==> config.mk <==
export PLATFORM = sky130hd
export DESIGN_NAME = software_timer_bank_top
export DESIGN_NICKNAME = d
export VERILOG_FILES = /design/src/stb_pkg.sv /design/src/software_timer_bank_top.sv
export SDC_FILE = /design/constraint.sdc
export NUM_CORES = 1
export LEC_CHECK = 0
export ABC_AREA = 1
export BUFFER_PORTS_ARGS = -buffer_cell sky130_fd_sc_hd__buf_4
export CAP_MARGIN = 20
export CORE_ASPECT_RATIO = 0.5
export CORE_MARGIN = 2
export CORE_UTILIZATION = 45
export CTS_BUF_LIST = sky130_fd_sc_hd__clkbuf_2 sky130_fd_sc_hd__clkbuf_4 sky130_fd_sc_hd__clkbuf_8
export DETAILED_ROUTE_END_ITERATION = 8
export GPL_ROUTABILITY_DRIVEN = 0
export SLEW_MARGIN = 20
export SYNTH_ARGS = -nofsm -noshare
export SYNTH_HDL_FRONTEND = slang
export SYNTH_SLANG_ARGS = --single-unit
==> constraint.sdc <==
create_clock -name clk -period 3.8 [get_ports clk]
set_clock_uncertainty 0.05 [all_clocks]
set_input_delay 0.19 -clock clk [delete_from_list [all_inputs] [get_ports clk]]
set_output_delay 0.19 -clock clk [all_outputs]
set_load 0.005 [all_outputs]
==> src/stb_pkg.sv <==
// shared types and codes for the software timer bank
package stb_pkg;

  typedef enum logic [1:0] {
    OP_CREATE = 2'd0,
    OP_START  = 2'd1,
    OP_STOP   = 2'd2,
    OP_TICK   = 2'd3
  } op_t;

  typedef enum logic [1:0] {
    RUN_IDLE  = 2'd0,
    RUN_START = 2'd1,
    RUN_STOP  = 2'd2
  } run_t;

  localparam int unsigned ID_W = 8;
  localparam int unsigned RELOAD_W = 16;

endpackage

==> src/software_timer_bank_top.sv <==
// software timer bank: slot memory with a one-slot-per-cycle walker that pauses on a full output
//
//  channel | direction | handshake             | fields
//  --------+-----------+-----------------------+---------------------------------------------
//  in      | sink      | in_valid / in_ready   | operation, timer_id, reload_ticks, one_shot
//  out     | source    | out_valid / out_ready | expired_id, last_expiry
//
// create writes the next free slot; start and stop search the filled slots in order, one slot a
// cycle, and stop at the first match. a tick walks every filled slot through the slot memory,
// one read-modify-write a cycle, then flushes the held expiry word. the walk pauses on an expiry
// while the output register and the held word are both full.
// reset empties the bank at once through the fill count; no clearing pass.
module software_timer_bank_top #(
  parameter int unsigned NUM_TIMERS = 8,
  parameter int unsigned COUNT_BITS = 16
) (
  input  logic                             clk,
  input  logic                             rst,
  input  logic                             in_valid,
  output logic                             in_ready,
  input  stb_pkg::op_t                     operation,
  input  logic [stb_pkg::ID_W-1:0]         timer_id,
  input  logic [stb_pkg::RELOAD_W-1:0]     reload_ticks,
  input  logic                             one_shot,
  output logic                             out_valid,
  input  logic                             out_ready,
  output logic [stb_pkg::ID_W-1:0]         expired_id,
  output logic                             last_expiry
);
  import stb_pkg::*;

  localparam int unsigned IDX_W  = (NUM_TIMERS > 1) ? $clog2(NUM_TIMERS) : 1;
  localparam int unsigned FILL_W = $clog2(NUM_TIMERS + 1);

  typedef struct packed {
    logic [ID_W-1:0]       id;
    logic [COUNT_BITS-1:0] reload;
    logic [COUNT_BITS-1:0] count;
    run_t                  run;
    logic                  once;
  } slot_t;

  typedef enum logic [1:0] {
    S_IDLE,
    S_SEARCH,
    S_WALK,
    S_FLUSH
  } state_t;

  slot_t mem [NUM_TIMERS];
  slot_t rdata;
  slot_t wdata;
  logic  we;
  logic [IDX_W-1:0] waddr;
  logic [IDX_W-1:0] rd_addr;

  state_t state, state_next;
  logic [FILL_W-1:0] filled, filled_next;
  logic [IDX_W-1:0]  cur, cur_next;
  run_t              cmd_run, cmd_run_next;
  logic [ID_W-1:0]   cmd_id, cmd_id_next;
  logic              pend_valid, pend_valid_next;
  logic [ID_W-1:0]   pend_id, pend_id_next;
  logic              out_valid_next;
  logic [ID_W-1:0]   expired_id_next;
  logic              last_expiry_next;

  logic out_free;
  logic last_slot;
  logic hit;
  logic [COUNT_BITS-1:0] new_reload;

  assign in_ready   = (state == S_IDLE);
  assign out_free   = !out_valid || out_ready;
  assign last_slot  = (FILL_W'(cur) == (filled - FILL_W'(1)));
  assign hit        = (rdata.run == RUN_START) && (rdata.count == '0);
  assign new_reload = COUNT_BITS'(reload_ticks);

  // slot memory
  always_ff @(posedge clk) begin
    if (we) begin
      mem[waddr] <= wdata;
    end
    rdata <= mem[rd_addr];
  end

  always_comb begin
    state_next       = state;
    filled_next      = filled;
    cur_next         = cur;
    cmd_run_next     = cmd_run;
    cmd_id_next      = cmd_id;
    pend_valid_next  = pend_valid;
    pend_id_next     = pend_id;
    out_valid_next   = out_valid && !out_ready;
    expired_id_next  = expired_id;
    last_expiry_next = last_expiry;
    we               = 1'b0;
    waddr            = cur;
    wdata            = rdata;
    rd_addr          = cur;

    case (state)
      S_IDLE: begin
        rd_addr = '0;
        if (in_valid) begin
          case (operation)
            OP_CREATE: begin
              if (filled < FILL_W'(NUM_TIMERS)) begin
                we          = 1'b1;
                waddr       = filled[IDX_W-1:0];
                wdata       = '{id: timer_id, reload: new_reload, count: new_reload,
                                run: RUN_IDLE, once: one_shot};
                filled_next = filled + FILL_W'(1);
              end
            end
            OP_START, OP_STOP: begin
              cmd_run_next = (operation == OP_START) ? RUN_START : RUN_STOP;
              cmd_id_next  = timer_id;
              cur_next     = '0;
              if (filled != '0) begin
                state_next = S_SEARCH;
              end
            end
            OP_TICK: begin
              cur_next = '0;
              if (filled != '0) begin
                state_next = S_WALK;
              end
            end
            default: ;
          endcase
        end
      end

      S_SEARCH: begin
        if (rdata.id == cmd_id) begin
          we         = 1'b1;
          wdata.run  = cmd_run;
          state_next = S_IDLE;
        end else if (last_slot) begin
          state_next = S_IDLE;
        end else begin
          cur_next = cur + IDX_W'(1);
          rd_addr  = cur + IDX_W'(1);
        end
      end

      S_WALK: begin
        if (!(hit && pend_valid && !out_free)) begin
          we = 1'b1;
          case (rdata.run)
            RUN_START: begin
              if (hit) begin
                wdata.count = rdata.reload;
                if (rdata.once) begin
                  wdata.run = RUN_IDLE;
                end
                if (pend_valid) begin
                  out_valid_next   = 1'b1;
                  expired_id_next  = pend_id;
                  last_expiry_next = 1'b0;
                end
                pend_valid_next = 1'b1;
                pend_id_next    = rdata.id;
              end else begin
                wdata.count = rdata.count - COUNT_BITS'(1);
              end
            end
            RUN_STOP: wdata.count = rdata.reload;
            default: ;
          endcase
          if (last_slot) begin
            state_next = S_FLUSH;
          end else begin
            cur_next = cur + IDX_W'(1);
            rd_addr  = cur + IDX_W'(1);
          end
        end
      end

      S_FLUSH: begin
        if (!pend_valid) begin
          state_next = S_IDLE;
        end else if (out_free) begin
          out_valid_next   = 1'b1;
          expired_id_next  = pend_id;
          last_expiry_next = 1'b1;
          pend_valid_next  = 1'b0;
          state_next       = S_IDLE;
        end
      end

      default: state_next = S_IDLE;
    endcase
  end

  always_ff @(posedge clk) begin
    if (rst) begin
      state      <= S_IDLE;
      filled     <= '0;
      cur        <= '0;
      pend_valid <= 1'b0;
      out_valid  <= 1'b0;
    end else begin
      state      <= state_next;
      filled     <= filled_next;
      cur        <= cur_next;
      pend_valid <= pend_valid_next;
      out_valid  <= out_valid_next;
    end
    cmd_run     <= cmd_run_next;
    cmd_id      <= cmd_id_next;
    pend_id     <= pend_id_next;
    expired_id  <= expired_id_next;
    last_expiry <= last_expiry_next;
  end

endmodule

Word level (Yosys, flattened, before mapping)
Memory sizes are Yosys's and may differ from the RTL's. A register that Yosys moved wholly into a read port is not among the register bits.
Cells that the tools add are included.
{"block": "totals", "ff_bits": 38, "mem_bits_rw": 344, "in_bits": 31, "memories": 1, "word_cells": 136}
{"name": "mem", "depth": 8, "width": 43, "read_ports": 1, "rd_clocked_by_memory_dff": 1, "wr": 1, "line": "software_timer_bank_top.sv:50", "text": "slot_t mem [NUM_TIMERS];"}
{"block": "op_classes", "n_bitwise": 1, "order_cmp": 1, "reduce_logical": 23, "eq_ne": 24, "addsub": 4, "n_mux": 72}
{"cell": "$mux 43", "n": 3}
{"cell": "$pmux 16 s2", "n": 2}
{"cell": "$mux 8", "n": 6}
{"cell": "$mux 2", "n": 14}
{"cell": "$mux 3", "n": 9}
{"cell": "$mux 1", "n": 25}
{"cell": "$mux 24", "n": 1}
{"cell": "$mux 18", "n": 1}
{"cell": "$ne 2x2->1 const B", "n": 9}
{"cell": "$pmux 3 s3", "n": 2}
{"cell": "$logic_not 16->1", "n": 1}
{"cell": "$mux 16", "n": 1}
{"cell": "$pmux 8 s2", "n": 1}
{"cell": "$sub 16x1->16 const B", "n": 1}
{"cell": "$ne 3x3->1 const B", "n": 4}
{"cell": "$reduce_and 4->1", "n": 3}
{"cell": "$eq 2x2->1 const B", "n": 5}
{"cell": "$eq 8x8->1", "n": 1}
{"cell": "$pmux 2 s4", "n": 1}
{"cell": "$reduce_and 8->1", "n": 1}
{"cell": "$reduce_and 7->1", "n": 1}
{"cell": "$eq 2x1->1 const B", "n": 3}
{"cell": "$pmux 1 s2", "n": 3}
{"cell": "$pmux 2 s3", "n": 1}
{"cell": "19 further kinds", "n": 26}

Logic depth before layout (Yosys ltp)
Gate-level depths: netlist of run 1.
{"block": "depth", "ltp_word": 8, "mapped_depth": 19}

Least setup slack after synthesis of run 1
Ideal clock, no wire load.
{"block": "synth_path", "path_kind": "register to register", "startpoint": "register state[0]", "endpoint": "memory mem[1][0] (netlist name), enable pin", "path_buffers": 1, "arrival_time_ns": 3.685, "path_slack_ns": -0.379, "stages_incl_launch_ff": 11, "period_less_slack_ns": 4.179, "required_time_ns": 3.306, "cell_sequence": "dfxtp_1 -> inv_1 -> ha_1 -> clkbuf_1 -> nand2_1 -> nor2_2 -> clkinv_1 -> nor2_1 -> o21bai_1 -> nand3_1 -> nor2_1"}
{"block": "synth_between", "elab_chain_len": 4, "elab_cells_between_ends": 7}
{"item": "start: declaration", "line": "software_timer_bank_top.sv:57", "text": "state_t state, state_next;"}
{"item": "start signal: assignment", "line": "software_timer_bank_top.sv:206", "text": "state <= state_next;"}
{"item": "$logic_not 2->1 (*)"}
{"item": "named net in_ready", "line": "software_timer_bank_top.sv:20", "text": "output logic in_ready,"}
{"item": "$pmux 1 s3", "line": "software_timer_bank_top.sv:103", "text": "case (state)"}
{"item": "$mux 1", "line": "software_timer_bank_top.sv:81", "text": "if (we) begin"}
{"item": "$mux 1 (implied by the code)", "line": "software_timer_bank_top.sv:82", "text": "mem[waddr] <= wdata;"}
{"item": "end: declaration", "line": "software_timer_bank_top.sv:50"}
Mark *: on every way through the listed nets, which the timed path passes. The rest lies on a longest branch.

Final worst setup path of run 1
{"block": "layout_path", "startpoint": "register state[0]", "endpoint": "memory mem[0][2] (netlist name), enable pin"}
{"block": "layout_between", "elab_chain_len": 4, "elab_cells_between_ends": 7}
{"item": "$eq 2x2->1 (tied with other cells)", "line": "software_timer_bank_top.sv:103"}
{"item": "$pmux 1 s3", "line": "software_timer_bank_top.sv:103"}
{"item": "$mux 1", "line": "software_timer_bank_top.sv:81"}
{"item": "$mux 1 (implied by the code)", "line": "software_timer_bank_top.sv:82"}
Parallel ways exist; a longest one is shown, timed or not.

==> impl_metrics.env, run 1 <==
export IMPL_cts_hold_buf=18
export IMPL_relSlewSlack_pct=22.3
export IMPL_synth_async_sr_flop_share_pct=0
export IMPL_synthTopCellsByArea="edfxtp_1, nand3_1, nand2_1"
export IMPL_netlist_instances=2075
export IMPL_min_delay_start="reload_ticks[11]"
export IMPL_num_rows=54
export IMPL_overflow=0
export IMPL_power_mw=15.2
export IMPL_grt_max_degree=173
export IMPL_cp_arrival_ns=3.52
export IMPL_synth_seq_area_share_pct=62.3
export IMPL_port_buffers=41
export IMPL_setup_tns_final_ns=0
export IMPL_synthXorXnorAreaFrac_pct=0.625
export IMPL_h_tree_depth=2
export IMPL_fin_ws_ns=0.525
export IMPL_post_route_period_util_pct=86.2
export IMPL_route_vias_total=14024
export IMPL_drt_iter0_markers=1190
export IMPL_synth_warnings=0
export IMPL_yosysTopAreaCell="edfxtp_1"
export IMPL_first_pass_iters=5
export IMPL_via_per_inst=5.06
export IMPL_antenna_found_initial=1
export IMPL_ios=42
export IMPL_cts_resized=0
export IMPL_ff_latch_area_sq_um=12200
export IMPL_layout_commonest_cell="nand2_1"
export IMPL_dp_cells=2640
export IMPL_drive_gt1_share_pct=10.2
export IMPL_dieArea_sq_um=45400
export IMPL_die_h_um=152
export IMPL_yosys_mux_area_fraction_pct=0
export IMPL_post_cts_buffers=0
export IMPL_min_path_cells=3
export IMPL_synth_edf_count=371
export IMPL_drv_cap=0
export IMPL_fillers=3947
export IMPL_min_period_ns=3.28
export IMPL_post_drt_wl_per_cell_um=17.7
export IMPL_ant_nets=0
export IMPL_yosysUniqueCellTypes=36
export IMPL_setup_violations=0
export IMPL_syn_nets=2120
export IMPL_hold_class="in -> reg"
export IMPL_vdd_ir_drop_worst_uv=538
export IMPL_synth_compound_area_share_pct=3.07
export IMPL_worst_slew_pin_slew_ns=1.15
export IMPL_grt_pass1_wl_um=75400
export IMPL_synthToLayoutAreaGrowth_pct=13.0
export IMPL_track_usage_pct=21.6
export IMPL_worst_setup_path_end_kind="flip-flop"
export IMPL_outcome="finished, final reports clean"
export IMPL_initial_utilization_pct=45.3
export IMPL_max_freq_mhz=305
export IMPL_critPathMaxFanout=36
export IMPL_ys_ff_latch=425
export IMPL_final_nets=2178
export IMPL_synth_top_family_by_area="simple AND/OR/NAND/NOR gates"
export IMPL_yosys_area_share_simple_pct=22.5
export IMPL_cts_buffers=61
export IMPL_clock_sinks=425
export IMPL_syn_avg_cell_area_sq_um=9.46
export IMPL_grt_pass1_vias=13004
export IMPL_worstSetupPathType="reg -> reg"
export IMPL_synthAdderAreaFrac_pct=0.893
export IMPL_final_cells=2773
export IMPL_hold_viol=0
export IMPL_layout_common_cells="nand2_1, nand3_1, inv_1, edfxtp_1"
export IMPL_cts_root_buf="clkbuf_8"
export IMPL_synth_top_cell_area_share_pct=56.8
export IMPL_hpwl_um=27900
export IMPL_maxSlewViolCount=0
export IMPL_p_per_area_nw_per_um2=684
export IMPL_clk_insertion_delay_late_ns=0.65
export IMPL_reg2reg_depth=9
export IMPL_cts_buffer_depth=3
export IMPL_r2r_start="state[0]"
export IMPL_multi_input_area_sq_um=5430
export IMPL_drc=0
export IMPL_clk_pin_slew_ns=0.07
export IMPL_leakagePower_nw=9.84
export IMPL_cp_required_ns=4.04
export IMPL_ys_flop_type="edfxtp_1"
export IMPL_rsz0062_at_grt="no"
export IMPL_die_width_um=299
export IMPL_dpl_worst_slack_ns=0.536
export IMPL_netlist_area_sq_um=19600
export IMPL_cts_tree="built"
export IMPL_fp_coreArea_sq_um=43300
export IMPL_critPathLaunchType="flip-flop"
export IMPL_finalWirelength_um=49000
export IMPL_critPathLaunch="state[0]"
-- final timing paths --
check	slack, ns	to
hold reg to reg	0.37	expired_id[7]
hold / removal	0.06	mem[1][30]
setup / recovery	0.52	mem[0][2]
setup reg to reg	0.52	mem[0][2]
-- stage by stage --
step	hold slack (ns)	area (sq um)	util (%)
detailed placement	0.336	20700	47.8
floorplan	0.218	19600	-
global route	0.0566	22200	51.2
finish	0.0577	22200	51.2
CTS	0.00178	22200	51.2
global placement	0.338	20700	47.8
-- flip-flops by register name, indices dropped and copies added (netlist names) --
| name | cells |
|---|---|
| filled | 4 |
| cmd_run | 2 |
| pend_valid | 1 |
| expired_id | 8 |
| last_expiry | 1 |
| out_valid | 1 |
| pend_id | 8 |
| state | 2 |
| mem | 344 |
| cmd_id | 8 |
| rdata | 43 |
| cur | 3 |
-- power breakdown --
group / internal, mW / switching [mW] / leakage [nW] / total (mW)
Combinational: 1.35 / 3.32 / 5.34 / 4.67
Sequential: 6.38 / 0.348 / 3.81 / 6.72
Clock: 2.02 / 1.75 / 0.687 / 3.77
Total: 9.74 / 5.42 / 9.84 / 15.2
-- synth_stat cells (2+ instances only) --
library cell	count
ha_1	14
o21ai_1	2
nand4_1	5
dfxtp_1	54
nand3_1	413
o221ai_1	8
buf_6	11
a211oi_1	3
nand3_2	4
xnor2_1	4
o21ai_0	25
clkbuf_1	44
nor2_2	3
nand2_2	4
a21oi_1	25
nor3b_1	2
buf_4	7
xor2_1	10
nand2_1	532
inv_1	402
nor2_1	45
o211ai_1	24
buf_2	43
o22ai_1	4
edfxtp_1	371
nor3_1	6
-- cell type report --
| cell class | count | share of cell area, % |
|---|---|---|
| clock inverter | 8 | 0.220 |
| multi-input combinational | 1140 | 24.5 |
| timing repair buffer | 101 | 4.41 |
| inverter | 404 | 6.84 |
| clock buffer | 106 | 5.54 |
| sequential | 425 | 55.1 |
| tap | 588 | 3.32 |
| antenna | 1 | 0.0113 |
-- routing by layer --
| layer | vias to the layer above | wire length, um | global-route usage (%) |
|---|---|---|---|
| met4 | 0 | 801 | 5.45 |
| met3 | 57 | 3560 | 3.91 |
| met2 | 428 | 21600 | 33.9 |
| met1 | 6664 | 23000 | 31.3 |
| li1 | 6875 | - | - |
| met5 | - | 0 | 0 |
-- cell families after synthesis --
| family | Yosys count |
|---|---|
| buffers and inverters | 510 |
| flip-flops | 425 |
| AO/OA/AOI/OAI | 95 |
| XOR/XNOR | 14 |
| adder cells (fa/ha/maj) | 14 |
| AND/OR/NAND/NOR | 1017 |
-- worst max-delay path, cell delays in order (launching register included) --
cell and delay [ns]:
dfxtp_1 0.33, inv_1 0.10, ha_1 0.36, nand2_1 0.18
nor2_4 0.16, buf_4 0.40, o21bai_1 0.17, nand3b_1 0.42
nor2_4 0.43, buf_12 0.33
Note: power is estimated with default switching activity, not from simulation.
==> inputs of run 2 (changes only) <==
--- a/config.mk
+++ b/config.mk
@@ -6,13 +6,12 @@
 export NUM_CORES = 1
 export LEC_CHECK = 0
 export ABC_AREA = 1
-export BUFFER_PORTS_ARGS = -buffer_cell sky130_fd_sc_hd__buf_4
 export CAP_MARGIN = 20
-export CORE_ASPECT_RATIO = 0.5
 export CORE_MARGIN = 2
 export CORE_UTILIZATION = 45
 export CTS_BUF_LIST = sky130_fd_sc_hd__clkbuf_2 sky130_fd_sc_hd__clkbuf_4 sky130_fd_sc_hd__clkbuf_8
 export DETAILED_ROUTE_END_ITERATION = 8
+export DONT_BUFFER_PORTS = 1
 export GPL_ROUTABILITY_DRIVEN = 0
 export SLEW_MARGIN = 20
 export SYNTH_ARGS = -nofsm -noshare
==> constraint.sdc (replaced) <==
create_clock -name clk -period 3.2 [get_ports clk]
set_clock_uncertainty 0.05 [all_clocks]
set_input_delay 0.16 -clock clk [delete_from_list [all_inputs] [get_ports clk]]
set_output_delay 0.16 -clock clk [all_outputs]
set_load 0.005 [all_outputs]
==> run 2 against run 1 <==
Effect of this change:
- clock-buffer cell count rose by 11
- via count rose by 0.39%
- register-to-register slack got worse by 0.21 ns
- sequential power rose by 19%
- wire length rose by 1.2%
- non-clock buffer count fell by 21
- critical path depth did not move
- total power rose by 23%
- critical path type unchanged
- largest cell class unchanged
==> impl_metrics.env, run 2 (synthesized netlist as in run 1, its figures left out) <==
export IMPL_clk_insertion_delay_late_ns=0.63
export IMPL_antenna_found_initial=6
export IMPL_cts_tree="built"
export IMPL_layout_commonest_cell="nand2_1"
export IMPL_final_nets=2171
export IMPL_post_drt_wl_per_cell_um=17.8
export IMPL_hpwl_um=28800
export IMPL_finalWirelength_um=49600
export IMPL_clock_sinks=425
export IMPL_critPathMaxFanout=35
export IMPL_route_vias_total=14079
export IMPL_num_rows=76
export IMPL_hold_ws_ns=0.0739
export IMPL_reg_largest_list="mem: 344 flops, rdata: 43 flops"
export IMPL_dieArea_sq_um=45300
export IMPL_die_width_um=213
export IMPL_cp_cell_sequence="inv_1 -> ha_1 -> nand2_1 -> nor2_4 -> buf_4 -> o21bai_1 -> nand3b_1 -> nor2_4 -> buf_4"
export IMPL_setup_tns_final_ns=0
export IMPL_min_period_ns=2.89
export IMPL_cts_resized=0
export IMPL_worst_setup_path_end_kind="flip-flop"
export IMPL_track_usage_pct=22.6
export IMPL_rsz0062_at_grt="no"
export IMPL_hold_viol=0
export IMPL_fp_coreArea_sq_um=43100
export IMPL_h_tree_depth=3
export IMPL_outcome="finished, final reports clean"
export IMPL_drv_cap=0
export IMPL_overflow=0
export IMPL_die_h_um=213
export IMPL_cts_buffer_depth=3
export IMPL_synthToLayoutAreaGrowth_pct=13.6
export IMPL_cp_required_ns=3.42
export IMPL_final_cells=2778
export IMPL_worst_slew_pin_slew_ns=0.941
export IMPL_post_route_period_util_pct=90.3
export IMPL_p_per_area_nw_per_um2=837
export IMPL_cp_arrival_ns=3.11
export IMPL_drt_iter0_markers=1290
export IMPL_ant_nets=0
export IMPL_grt_pass1_vias=13821
export IMPL_critPathLaunchType="flip-flop"
export IMPL_worstSetupPathType="reg -> reg"
export IMPL_drc=0
export IMPL_ios=42
export IMPL_power_mw=18.6
export IMPL_largest_register_ffs=344
export IMPL_vdd_ir_drop_worst_uv=484
export IMPL_cts_root_buf="clkbuf_8"
export IMPL_dp_cells=2606
export IMPL_relSlewSlack_pct=37.1
export IMPL_slowest_delay_ns=0.43
export IMPL_drive_gt1_share_pct=9.60
export IMPL_max_freq_mhz=346
export IMPL_grt_pass1_wl_um=77900
export IMPL_grt_max_degree=78
export IMPL_regMostFlops="mem"
export IMPL_initial_utilization_pct=45.5
export IMPL_cts_buffers=75
export IMPL_layout_common_cells="nand2_1, nand3_1, inv_1, edfxtp_1, clkbuf_8"
export IMPL_hold_class="in -> reg"
export IMPL_via_per_inst=5.07
export IMPL_maxSlewViolCount=0
export IMPL_setup_violations=0
export IMPL_first_pass_iters=5
export IMPL_crit_slowest_cell="nand3b_1"
export IMPL_leakagePower_nw=9.84
export IMPL_clk_pin_slew_ns=0.06
export IMPL_port_buffers=0
export IMPL_fin_util_pct=51.7
-- run 2: cell types whose count changed in the layout (fill, tap and decap cells not counted), sizes merged --
cell,previous run,this run
buf,83,52
clkbuf,106,117
clkinv,8,18
dlygate4sd3,18,28
diode,1,5
clkinvlp,1,4
inv,403,404
-- run 2: worst paths after layout --
path / depth (start not counted) / slack (ns) / startpoint / end
hold / removal: 2 / 0.07 / reload_ticks[1] / mem[2][20]
setup / recovery: 9 / 0.31 / state[0] / mem[6][30]
hold reg to reg: 0 / 0.37 / pend_id[7] / expired_id[7]
setup reg to reg: 9 / 0.31 / state[0] / mem[6][30]
-- run 2: cell type report --
type                            instances  area, sq um
Clock inverter                         22          114
Multi-Input combinational cell       1140         5430
Clock buffer                          117         1370
Timing Repair Buffer                   80          883
Inverter                              404         1520
Antenna cell                            5         12.5
Sequential cell                       425        12200
Tap cell                              585          732
Fill cell                            3897        20800
-- run 2: through the flow --
stage / area, sq um / setup WS (ns)
floorplan: 19700 / -0.329
global placement: 20500 / 0.469
detailed placement: 20500 / 0.353
CTS: 22300 / 0.339
global route: 22300 / 0.146
finish: 22300 / 0.311
-- run 2: routing by layer --
metal	global-route usage [%]	wire, um
met1	30.5	21900
met2	36.2	23100
met3	4.72	3290
met4	8.15	1240
met5	0	11
-- run 2: repair_timing --
item                      4_1_cts  5_1_grt
hold buffers                   28        0
buffers inserted                0        0
hold endpoints to repair      226        0
-- run 2: where the power goes --
| part | switching, mW | total, mW | leakage, nW | internal [mW] |
|---|---|---|---|---|
| Combinational | 4.05 | 5.71 | 5.24 | 1.66 |
| Clock | 2.20 | 4.92 | 0.790 | 2.72 |
| Sequential | 0.432 | 8.01 | 3.81 | 7.57 |
-- run 2: critical path, delay by kind of cell (launching register included) --
| family | cells | cell delay, ns |
|---|---|---|
| buffers and inverters | 3 | 0.93 |
| AOI/OAI and AO/OA | 1 | 0.13 |
| adders and majority gates | 1 | 0.19 |
| DFF | 1 | 0.34 |
| and+or+nand+nor | 4 | 0.86 |
